File: src/hdl/mecr_pkg.sv
// Shared types, sizes and coefficient tables of the min-eigenvalue corner scorer.
// Used by the controller, the datapath, the root unit and the top level.
package mecr_pkg;

	localparam int MaxWidth  = 1024;
	localparam int MaxHeight = 1024;
	localparam int ColW      = 10;              // column field width
	localparam int RowW      = 10;              // row field width
	localparam int DimW      = 11;              // size register width
	localparam int PixLines  = 4;
	localparam int ProdLines = 8;
	localparam int PixLb     = $clog2(PixLines);
	localparam int ProdLb    = $clog2(ProdLines);
	localparam int PixAw     = PixLb + ColW;
	localparam int ProdAw    = ProdLb + ColW;
	localparam int PixDepth  = PixLines * MaxWidth;
	localparam int ProdDepth = ProdLines * MaxWidth;
	localparam int PixW      = 8;
	localparam int XxW       = 21;
	localparam int XyW       = 22;
	localparam int ProdW     = 2 * XxW + XyW;   // yy, xy, xx
	localparam int RespW     = 21;
	localparam int SqW       = 44;
	localparam int RootW     = 22;
	localparam int TapW      = 5;
	localparam int ProdTaps  = 9;
	localparam int ScoreTaps = 25;
	localparam int OutDataW  = 48;

	localparam logic REG_WIDTH  = 1'b0;
	localparam logic REG_HEIGHT = 1'b1;
	localparam logic REQ_PIXEL  = 1'b0;
	localparam logic REQ_FLUSH  = 1'b1;

	localparam logic [DimW-1:0] WIDTH_RST  = 11'd640;
	localparam logic [DimW-1:0] HEIGHT_RST = 11'd480;

	// Sobel taps in raster order of the 3x3 window
	localparam logic signed [2:0] SOB_X [ProdTaps] =
		'{-3'sd1, 3'sd0, 3'sd1, -3'sd2, 3'sd0, 3'sd2, -3'sd1, 3'sd0, 3'sd1};
	localparam logic signed [2:0] SOB_Y [ProdTaps] =
		'{-3'sd1, -3'sd2, -3'sd1, 3'sd0, 3'sd0, 3'sd0, 3'sd1, 3'sd2, 3'sd1};
	localparam logic [1:0] TAP_DI [ProdTaps] =
		'{2'd0, 2'd0, 2'd0, 2'd1, 2'd1, 2'd1, 2'd2, 2'd2, 2'd2};
	localparam logic [1:0] TAP_DJ [ProdTaps] =
		'{2'd0, 2'd1, 2'd2, 2'd0, 2'd1, 2'd2, 2'd0, 2'd1, 2'd2};

	// 5x5 binomial window, offsets stored plus two
	localparam logic [2:0] SC_DY [ScoreTaps] = '{
		3'd0, 3'd0, 3'd0, 3'd0, 3'd0, 3'd1, 3'd1, 3'd1, 3'd1, 3'd1,
		3'd2, 3'd2, 3'd2, 3'd2, 3'd2, 3'd3, 3'd3, 3'd3, 3'd3, 3'd3,
		3'd4, 3'd4, 3'd4, 3'd4, 3'd4};
	localparam logic [2:0] SC_DX [ScoreTaps] = '{
		3'd0, 3'd1, 3'd2, 3'd3, 3'd4, 3'd0, 3'd1, 3'd2, 3'd3, 3'd4,
		3'd0, 3'd1, 3'd2, 3'd3, 3'd4, 3'd0, 3'd1, 3'd2, 3'd3, 3'd4,
		3'd0, 3'd1, 3'd2, 3'd3, 3'd4};
	localparam logic [5:0] SC_WT [ScoreTaps] = '{
		6'd1, 6'd4, 6'd6, 6'd4, 6'd1,
		6'd4, 6'd16, 6'd24, 6'd16, 6'd4,
		6'd6, 6'd24, 6'd36, 6'd24, 6'd6,
		6'd4, 6'd16, 6'd24, 6'd16, 6'd4,
		6'd1, 6'd4, 6'd6, 6'd4, 6'd1};

	typedef enum logic [3:0] {
		ST_IDLE, ST_PCHK, ST_PRD, ST_PMUL, ST_PWR, ST_OCHK, ST_SRD,
		ST_RND, ST_SQM, ST_SQS, ST_ROOT, ST_SUM, ST_EMIT
	} state_t;

	typedef struct packed {
		logic in_ready;
		logic tap_clr;
		logic prd_step;
		logic pmul;
		logic pwr;
		logic srd_step;
		logic rnd;
		logic sqm;
		logic sqs;
		logic sum;
		logic emit;
	} cmd_t;

	typedef struct packed {
		logic prod_go;
		logic out_go;
		logic prd_done;
		logic srd_done;
		logic root_done;
		logic out_free;
	} stat_t;

endpackage

File: src/hdl/mecr_ctrl.sv
// Sequencing state machine: steps one request through product and score passes.
// Depends on mecr_pkg for state, command and status types.
module mecr_ctrl (
	input  logic            clk,
	input  logic            arst_n,
	input  logic            in_valid,
	input  mecr_pkg::stat_t st,
	output mecr_pkg::cmd_t  cmd
);
	import mecr_pkg::*;

	state_t state_q, state_nx;

	always_ff @(posedge clk or negedge arst_n) begin
		if (!arst_n) state_q <= ST_IDLE;
		else state_q <= state_nx;
	end

	always_comb begin
		state_nx = state_q;
		case (state_q)
			ST_IDLE: if (in_valid) state_nx = ST_PCHK;
			ST_PCHK: state_nx = st.prod_go ? ST_PRD : ST_OCHK;
			ST_PRD:  if (st.prd_done) state_nx = ST_PMUL;
			ST_PMUL: state_nx = ST_PWR;
			ST_PWR:  state_nx = ST_PCHK;
			ST_OCHK: state_nx = st.out_go ? ST_SRD : ST_IDLE;
			ST_SRD:  if (st.srd_done) state_nx = ST_RND;
			ST_RND:  state_nx = ST_SQM;
			ST_SQM:  state_nx = ST_SQS;
			ST_SQS:  state_nx = ST_ROOT;
			ST_ROOT: if (st.root_done) state_nx = ST_SUM;
			ST_SUM:  state_nx = ST_EMIT;
			ST_EMIT: if (st.out_free) state_nx = ST_IDLE;
			default: state_nx = ST_IDLE;
		endcase
	end

	always_comb begin
		cmd = '0;
		case (state_q)
			ST_IDLE: cmd.in_ready = 1'b1;
			ST_PCHK: cmd.tap_clr  = 1'b1;
			ST_PRD:  cmd.prd_step = 1'b1;
			ST_PMUL: cmd.pmul     = 1'b1;
			ST_PWR:  cmd.pwr      = 1'b1;
			ST_OCHK: cmd.tap_clr  = 1'b1;
			ST_SRD:  cmd.srd_step = 1'b1;
			ST_RND:  cmd.rnd      = 1'b1;
			ST_SQM:  cmd.sqm      = 1'b1;
			ST_SQS:  cmd.sqs      = 1'b1;
			ST_SUM:  cmd.sum      = 1'b1;
			ST_EMIT: cmd.emit     = 1'b1;
			default: cmd = '0;
		endcase
	end
endmodule

File: config.mk
export PLATFORM = sky130hd
export DESIGN_NAME = mecr_ctrl
export DESIGN_NICKNAME = d
export VERILOG_FILES = /design/src/hdl/mecr_pkg.sv /design/src/hdl/mecr_ctrl.sv
export SDC_FILE = /design/constraint.sdc
export NUM_CORES = 1
export LEC_CHECK = 0
export BUFFER_PORTS_ARGS = -buffer_cell sky130_fd_sc_hd__buf_2
export CORE_MARGIN = 5
export CORE_UTILIZATION = 30
export DETAILED_ROUTE_END_ITERATION = 8
export HOLD_SLACK_MARGIN = 0.03
export SYNTH_ARGS = -nofsm -noshare
export SYNTH_HDL_FRONTEND = slang
export SYNTH_SLANG_ARGS = --single-unit
export TNS_END_PERCENT = 10
File: constraint.sdc
create_clock -name clk -period 1.5 [get_ports clk]
set_clock_uncertainty 0.05 [all_clocks]
set_input_delay 0.225 -clock clk [delete_from_list [all_inputs] [get_ports clk]]
set_output_delay 0.225 -clock clk [all_outputs]
set_load 0.02 [all_outputs]
**After elaboration in Yosys (flattened, before gate mapping)**

Index checks and enable logic that the tools add are counted.

- Bits in latches: 0
- Word-level logic and storage cells: 40
- Bits in read-only memories: 0
- Bits in writable memories: 0
- Register bits: 4
- Memories kept: 0
- Output and inout port bits: 11
- Input port bits: 9

- Shifts and indexed selects: 0
- Add/sub/neg operators: 0
- Equal/unequal tests: 17
- Multiply operators: 0
- Muxes and demuxes: 19
- Reduce and logical (&&, ||, !) cells: 3
- Divide/modulo/power cells: 0
- Bitwise gates (word level): 0
- $lt $le $gt $ge: 0

Operator list:

| operator | count |
|---|---|
| 4-bit case mux with 13 select lines | 1 |
| 4-bit equality test (second input constant) | 5 |
| 4-bit two-way mux | 5 |
| 4-bit by 3-bit equality test with 1-bit output (second input constant) | 4 |
| 1-bit two-way mux | 11 |
| 2-bit inequality test (second input constant) | 5 |
| 4-bit by 2-bit equality test with 1-bit output (second input constant) | 2 |
| 3-bit two-way mux | 2 |
| 5-bit AND reduction | 1 |
| 4-bit by 1-bit equality test with 1-bit output (second input constant) | 1 |
| 4-bit logical NOT | 1 |
| 2-bit OR reduction | 1 |

**Logic depth before layout (Yosys ltp)**

Gate-level depths: netlist (run 1).

- Depth after elaboration: 3
- Gate-level depth with buffers: 5
- Gate-level depth less buffers: 4

**Least setup slack after synthesis (run 1)**

Ideal clock, no wire load.

- Path type: register to register
- Start: reg state_q[2]
- End: reg state_q[2]
- Setup time: 0.125 ns
- Stages on the path, launching flop included: 6
- Data arrival time: 1.558 ns
- Required time: 1.325 ns
- Buffers on the path: 1
- Clock period less this slack: 1.733 ns
- Slack: -0.233 ns
- Cells stage by stage: dfrtp_1 -> buf_6 -> nor4b_2 -> nand2b_1 -> o311ai_2 -> mux2_4

- Longest elaborated chain between the ends: 3
- Elaborated cells between the ends (all ways): 20
- Classes of those cells: eq/ne: 17; mux: 1; reduce/logical: 2

Ends and longest elaborated chain:

| what | line | text |
|---|---|---|
| from (decl) | mecr_ctrl.sv:12 | `state_t state_q, state_nx;` |
| from (signal assigned) | mecr_ctrl.sv:16 | `else state_q <= state_nx;` |
| 4-bit by 2-bit equality test with 1-bit output (tied with other cells) | mecr_ctrl.sv:21 | `case (state_q)` |
| 2-bit inequality test (no source line) | n/a |  |
| 5-bit AND reduction (no source line) | n/a |  |

Parallel ways exist; a longest one is shown, timed or not.
A chain may end at the register's enable or synchronous reset.

==> flow_metrics.tcl, run 1 <==
set metrics [dict create \
    layout-drive-gt1-share_pct 69.05 \
    layout_common_cells "22 x buf_4, 8 x buf_2, 6 x buf_6" \
    status "complete, but fails checks" \
    min_period_ns 1.567 \
    hold_slack_ns 0.2639 \
    syn_area_um2 424.2 \
    vias 496 \
    clock-sinks 4 \
    r2r-start "state_q[1]$_DFFE_PN0P_" \
    num_io_pins 20 \
    power_mw 1.681 \
    fin_crit_sh_pct 104.5 \
    p_per_area_mw_per_mm2 2210 \
    ys_top_cells_by_area "dfrtp_1 24%, nand2b_1 5.9%, buf_6 5.3%" \
    postRouteAntennaNets 0 \
    first_pass_iters 1 \
    reg2reg_to "state_q[2]$_DFFE_PN0P_" \
    synthFlopType "dfrtp_1" \
    hold_path.class "input port to asynchronous set/reset pin" \
    drc 0 \
    ys_types 28 \
    core_area_mm2 0.001318 \
    largest-register "state_q" \
    yosysWarnings 0 \
    h-tree-depth 1 \
    routed_wl_um 1366 \
    relSlewSlack_pct 79.58 \
    fin_tns_setup_ns -0.3496 \
    grt_first_pass_wirelength_um 2242 \
    die_h_um 47.60 \
    synth_edf_count 0 \
    synth.top_cell.area_share_pct 23.60 \
    final_util_pct 57.74 \
    drt_iter0_markers 0 \
    violations "negative setup slack" \
    cap_viol_max_count 0 \
    slew_violations 0 \
    grt_pass1_vias 494 \
    largest_reg_flops 4 \
    worstMarginPinSlew_ns 0.3058 \
    via_per_inst 5.010 \
    antenna_found_initial 0 \
    die-area_mm2 0.002266 \
    worstPathMaxFanout 4 \
    rows 13 \
    final_common_cell "buf_4" \
    yosysSeqAreaShare_pct 23.60 \
    setup_viol 10 \
    cp.required_ns 1.22 \
    gp_congestion 0.7775 \
    synthCells 50 \
    diodes 0 \
    syn_to_final_growth_pct 79.35 \
    numPortBuffers 19 \
    gr-total-overflow 0 \
    largestRegisters "state_q x4" \
    pre_cts_slack_ns -0.1117 \
    grt_max_degree 11 \
    worstSkewPairLatency_ns 0.25 \
    synth.avg_cell_area_um2 8.483 \
    cts_buffer_depth 2 \
    leakage_nw 0.3468 \
    final_hold_viol_count 0 \
    syn_nets 59 \
    endpoint_kind "output port" \
    die_w_um 47.60 \
    track_usage_pct 13.87 \
    reg2reg_slack_ns -0.06 \
    cts_tree "yes" \
    wl_per_cell_um 13.80 \
    cts_root_buf "clkbuf_4" \
    rsz0062_at_grt "true" \
    synthArstFlopShare_pct 100.0 \
    start_util_pct 32.19 \
    max_freq_ghz 0.6382 \
    post-dp-hpwl_um 923.2 \
    crit_type "flop to output port" \
    ys_ff_latch 4 \
    yosys.area.top_type "dfrtp_1" \
    clk_pin_slew_ns 0.05 \
    final_nets 95 \
    cp.arrival_ns 1.29 \
    fin_ws_ns -0.06684 \
    critPathLaunchType "flop" \
    cts-buffers-inserted 3 \
    rr_worst_depth 5 \
    vdd_drop_max_v 0.001097 \
]
[per-stage QoR]
stage / cells / area [um^2]
after floorplan: 50 / 439.2
after CTS: 98 / 695.7
after global placement: 89 / 578.1
final: 99 / 760.7
after global routing: 99 / 760.7
after detailed placement: 89 / 578.1
[worst max-delay path by stage]
stage / depth (start not counted) / slack, ns / startpoint / to
after detailed placement: 4 / -0.11 / state_q[2]$_DFFE_PN0P_ / state_q[2]$_DFFE_PN0P_
after global placement: 4 / -0.07 / state_q[2]$_DFFE_PN0P_ / state_q[2]$_DFFE_PN0P_
after floorplan: 4 / -0.09 / state_q[0]$_DFFE_PN0P_ / state_q[2]$_DFFE_PN0P_
final: 3 / -0.07 / state_q[2]$_DFFE_PN0P_ / cmd[10]
after CTS: 5 / -0.09 / state_q[2]$_DFFE_PN0P_ / state_q[2]$_DFFE_PN0P_
after global routing: 5 / -0.11 / state_q[2]$_DFFE_PN0P_ / state_q[2]$_DFFE_PN0P_
[cell usage after synthesis, types with 2 or more instances]
cell and instances:
dfrtp_1 4, buf_6 2, buf_4 2, nor4_1 2, inv_1 2, a21oi_1 2, nand2_1 3, nor3b_1 2
nor2_1 6, nor3_1 4, nand2b_1 4
[routing by layer]
metal | vias to the layer above | global-route usage [%] | wire [um]
met5 | - | 0 | 0
met4 | 0 | 8.065 | 22
met3 | 2 | 1.880 | 75
met2 | 14 | 24.06 | 730
met1 | 233 | 16.14 | 538
li1 | 247 | - | -
[power breakdown]
part           internal, mW  switching (mW)
clock network        0.0901          0.0535
logic                 0.672           0.601
registers             0.171          0.0931
total                 0.933           0.748
[critical path, stage by stage, from the launching register on]
cell and delay (ns):
dfrtp_2 0.43, buf_4 0.17, nor4_4 0.26, buf_4 0.18
[cell families (layout without fill, tap and decap cells)]
logic type / Yosys count / after routing / share of synthesized area, %
AO/OA/AOI/OAI: 9 / 9 / 17.40
buffers and inverters: 8 / 42 / 15.34
flip-flops: 4 / 4 / 23.60
multiplexers: 1 / 1 / 3.539
AND/OR/NAND/NOR: 28 / 28 / 40.12
[layout make-up]
cell class | instances | area [um^2]
clock buffers | 3 | 22.52
inverters | 2 | 7.507
repair buffers | 37 | 282.8
flip-flops and latches | 4 | 105.1
well taps | 15 | 18.77
fillers | 125 | 556.8
multi-input cells | 38 | 324.1
[timing repair]
item,CTS,global route
setup buffers,5,1
endpoints found under the setup margin,12,13
resized for setup,16,14
hold endpoints to repair,4,0
hold buffers,1,0
pin swaps,3,2
Note: power is estimated with default switching activity, not from simulation.
==> inputs of run 2 (changes only) <==
--- a/config.mk
+++ b/config.mk
@@ -9,7 +9,9 @@
 export CORE_MARGIN = 5
 export CORE_UTILIZATION = 30
 export DETAILED_ROUTE_END_ITERATION = 8
+export GPL_ROUTABILITY_DRIVEN = 0
 export HOLD_SLACK_MARGIN = 0.03
+export REMOVE_ABC_BUFFERS = 1
 export SYNTH_ARGS = -nofsm -noshare
 export SYNTH_HDL_FRONTEND = slang
 export SYNTH_SLANG_ARGS = --single-unit
==> run 2 against run 1 <==
  * The run still ends with negative setup slack left
  * Register-to-register slack about the same
  * Count of clock-buffer cells in the layout unchanged
  * Flip-flop and latch count did not move
  * Combinational power increased by 7%
  * First-iteration DRC count is 2 higher
  * Non-clock buffer count rose by 2
  * Final cell count rose by 2.0%
  * Largest cell class unchanged
  * Largest power group unchanged
==> flow_metrics.tcl, run 2 (synthesis results as in run 1) <==
set metrics [dict create \
    relSlewSlack_pct 78.90 \
    num_io_pins 20 \
    clk_pin_slew_ns 0.04 \
    final_hold_viol_count 0 \
    path_cells "buf_6, nor3_2, a31oi_1, o311ai_2, mux2_4" \
    cp.required_ns 1.57 \
    setup_viol 6 \
    track_usage_pct 14.41 \
    post-dp-hpwl_um 907.1 \
    final_nets 97 \
    worstSkewPairLatency_ns 0.24 \
    status "complete, but fails checks" \
    leakage_nw 0.3635 \
    postRouteAntennaNets 0 \
    finalNonFillerCells 101 \
    cts_tree "yes" \
    numPortBuffers 19 \
    grt_pass1_vias 499 \
    cts_buffer_depth 2 \
    worstMarginPinSlew_ns 0.3161 \
    fin_tns_setup_ns -0.1537 \
    crit_slowest_cell "dfrtp_1" \
    p_per_area_mw_per_mm2 2206 \
    reg2reg_slack_ns -0.07 \
    die_w_um 47.60 \
    final_util_pct 60.11 \
    gr-total-overflow 0 \
    grt_max_degree 11 \
    core_area_mm2 0.001318 \
    routed_wl_um 1411 \
    min_period_ns 1.569 \
    critPathLaunchType "flop" \
    max_freq_ghz 0.6375 \
    critical_path.top_delay_family "flip-flops" \
    vdd_drop_max_v 0.0009303 \
    h-tree-depth 1 \
    r2r-start "state_q[2]$_DFFE_PN0P_" \
    largest-register "state_q" \
    die-area_mm2 0.002266 \
    wl_per_cell_um 13.97 \
    fin_crit_sh_pct 104.6 \
    fin_ws_ns -0.06861 \
    worstPathMaxFanout 10 \
    diodes 0 \
    cp_slowest_stage_delay_ns 0.39 \
    first_pass_iters 4 \
    final_common_cell "buf_4" \
    cts_root_buf "clkbuf_4" \
    rr_worst_depth 5 \
    rsz0062_at_grt "true" \
    violations "negative setup slack" \
    cts-buffers-inserted 3 \
    antenna_found_initial 0 \
    layout_common_cells "19 x buf_4, 10 x buf_2, 9 x buf_6" \
    largest_reg_flops 4 \
    drc 0 \
    dpl.cell_count 87 \
    vias 508 \
    rows 13 \
    syn_to_final_growth_pct 86.73 \
    reg2reg_to "state_q[2]$_DFFE_PN0P_" \
    start_util_pct 32.19 \
    endpoint_kind "flop" \
    die_h_um 47.60 \
    via_per_inst 5.030 \
    crit_type "flop to flop" \
    clock-sinks 4 \
    grt_first_pass_wirelength_um 2235 \
    cap_viol_max_count 0 \
    critPathBufInv 1 \
    largestRegisters "state_q x4" \
    hold_path.class "input port to asynchronous set/reset pin" \
    layout-drive-gt1-share_pct 72.09 \
    cp.arrival_ns 1.64 \
    slew_violations 0 \
    drt_iter0_markers 2 \
]
run 2: power breakdown:
| part | switching [mW] | leakage (nW) | internal (mW) |
|---|---|---|---|
| Combinational | 0.648 | 0.304 | 0.709 |
| Sequential | 0.0833 | 0.0460 | 0.169 |
| Clock | 0.0474 | 0.0138 | 0.0897 |
| Total | 0.779 | 0.364 | 0.968 |
run 2: per-layer routing:
layer	part of all wire, %	up-vias	global-route usage, %
met4	5.7	0	10.22
met5	0	-	0
met1	35	229	14.35
li1	-	252	-
met3	6.2	8	3.008
met2	53	19	26.20
run 2: final cells by class:
class / count / area (um^2)
clock buffers: 3 / 22.52
well taps: 15 / 18.77
fillers: 114 / 525.5
flip-flops and latches: 4 / 103.9
repair buffers: 39 / 304.0
multi-input cells: 38 / 335.3
inverters: 2 / 7.507
run 2: timing repair:
item | 4_1_cts | 5_1_grt
endpoints found under the setup margin | 12 | 13
hold endpoints to repair | 4 | 0
hold buffers | 1 | 0
gates cloned | 1 | 0
pin swaps | 6 | 3
resized for setup | 21 | 17
buffers inserted | 9 | 0
run 2: stage by stage:
stage | power [mW] | worst slack (ns) | hold slack, ns | instance area [um^2]
after detailed placement | 1.110 | -0.07499 | -0.01095 | 548.0
after global routing | 1.869 | -0.1366 | 0.2809 | 792.0
after floorplan | 0.7691 | -0.3457 | -0.1206 | 366.6
after CTS | 1.582 | -0.04533 | 0.2531 | 725.7
after global placement | 1.090 | -0.03510 | -0.01601 | 548.0
final | 1.747 | -0.06861 | 0.2676 | 792.0
run 2: how the worst max path moves through the flow:
stage,from,end,slack [ns],cells after the start
final,state_q[2]$_DFFE_PN0P_,state_q[2]$_DFFE_PN0P_,-0.07,5
after global routing,state_q[2]$_DFFE_PN0P_,state_q[2]$_DFFE_PN0P_,-0.14,5
after CTS,state_q[0]$_DFFE_PN0P_,cmd[10],-0.05,3
after detailed placement,state_q[2]$_DFFE_PN0P_,state_q[2]$_DFFE_PN0P_,-0.07,5
after global placement,state_q[1]$_DFFE_PN0P_,state_q[2]$_DFFE_PN0P_,-0.04,4
after floorplan,state_q[1]$_DFFE_PN0P_,state_q[2]$_DFFE_PN0P_,-0.35,4
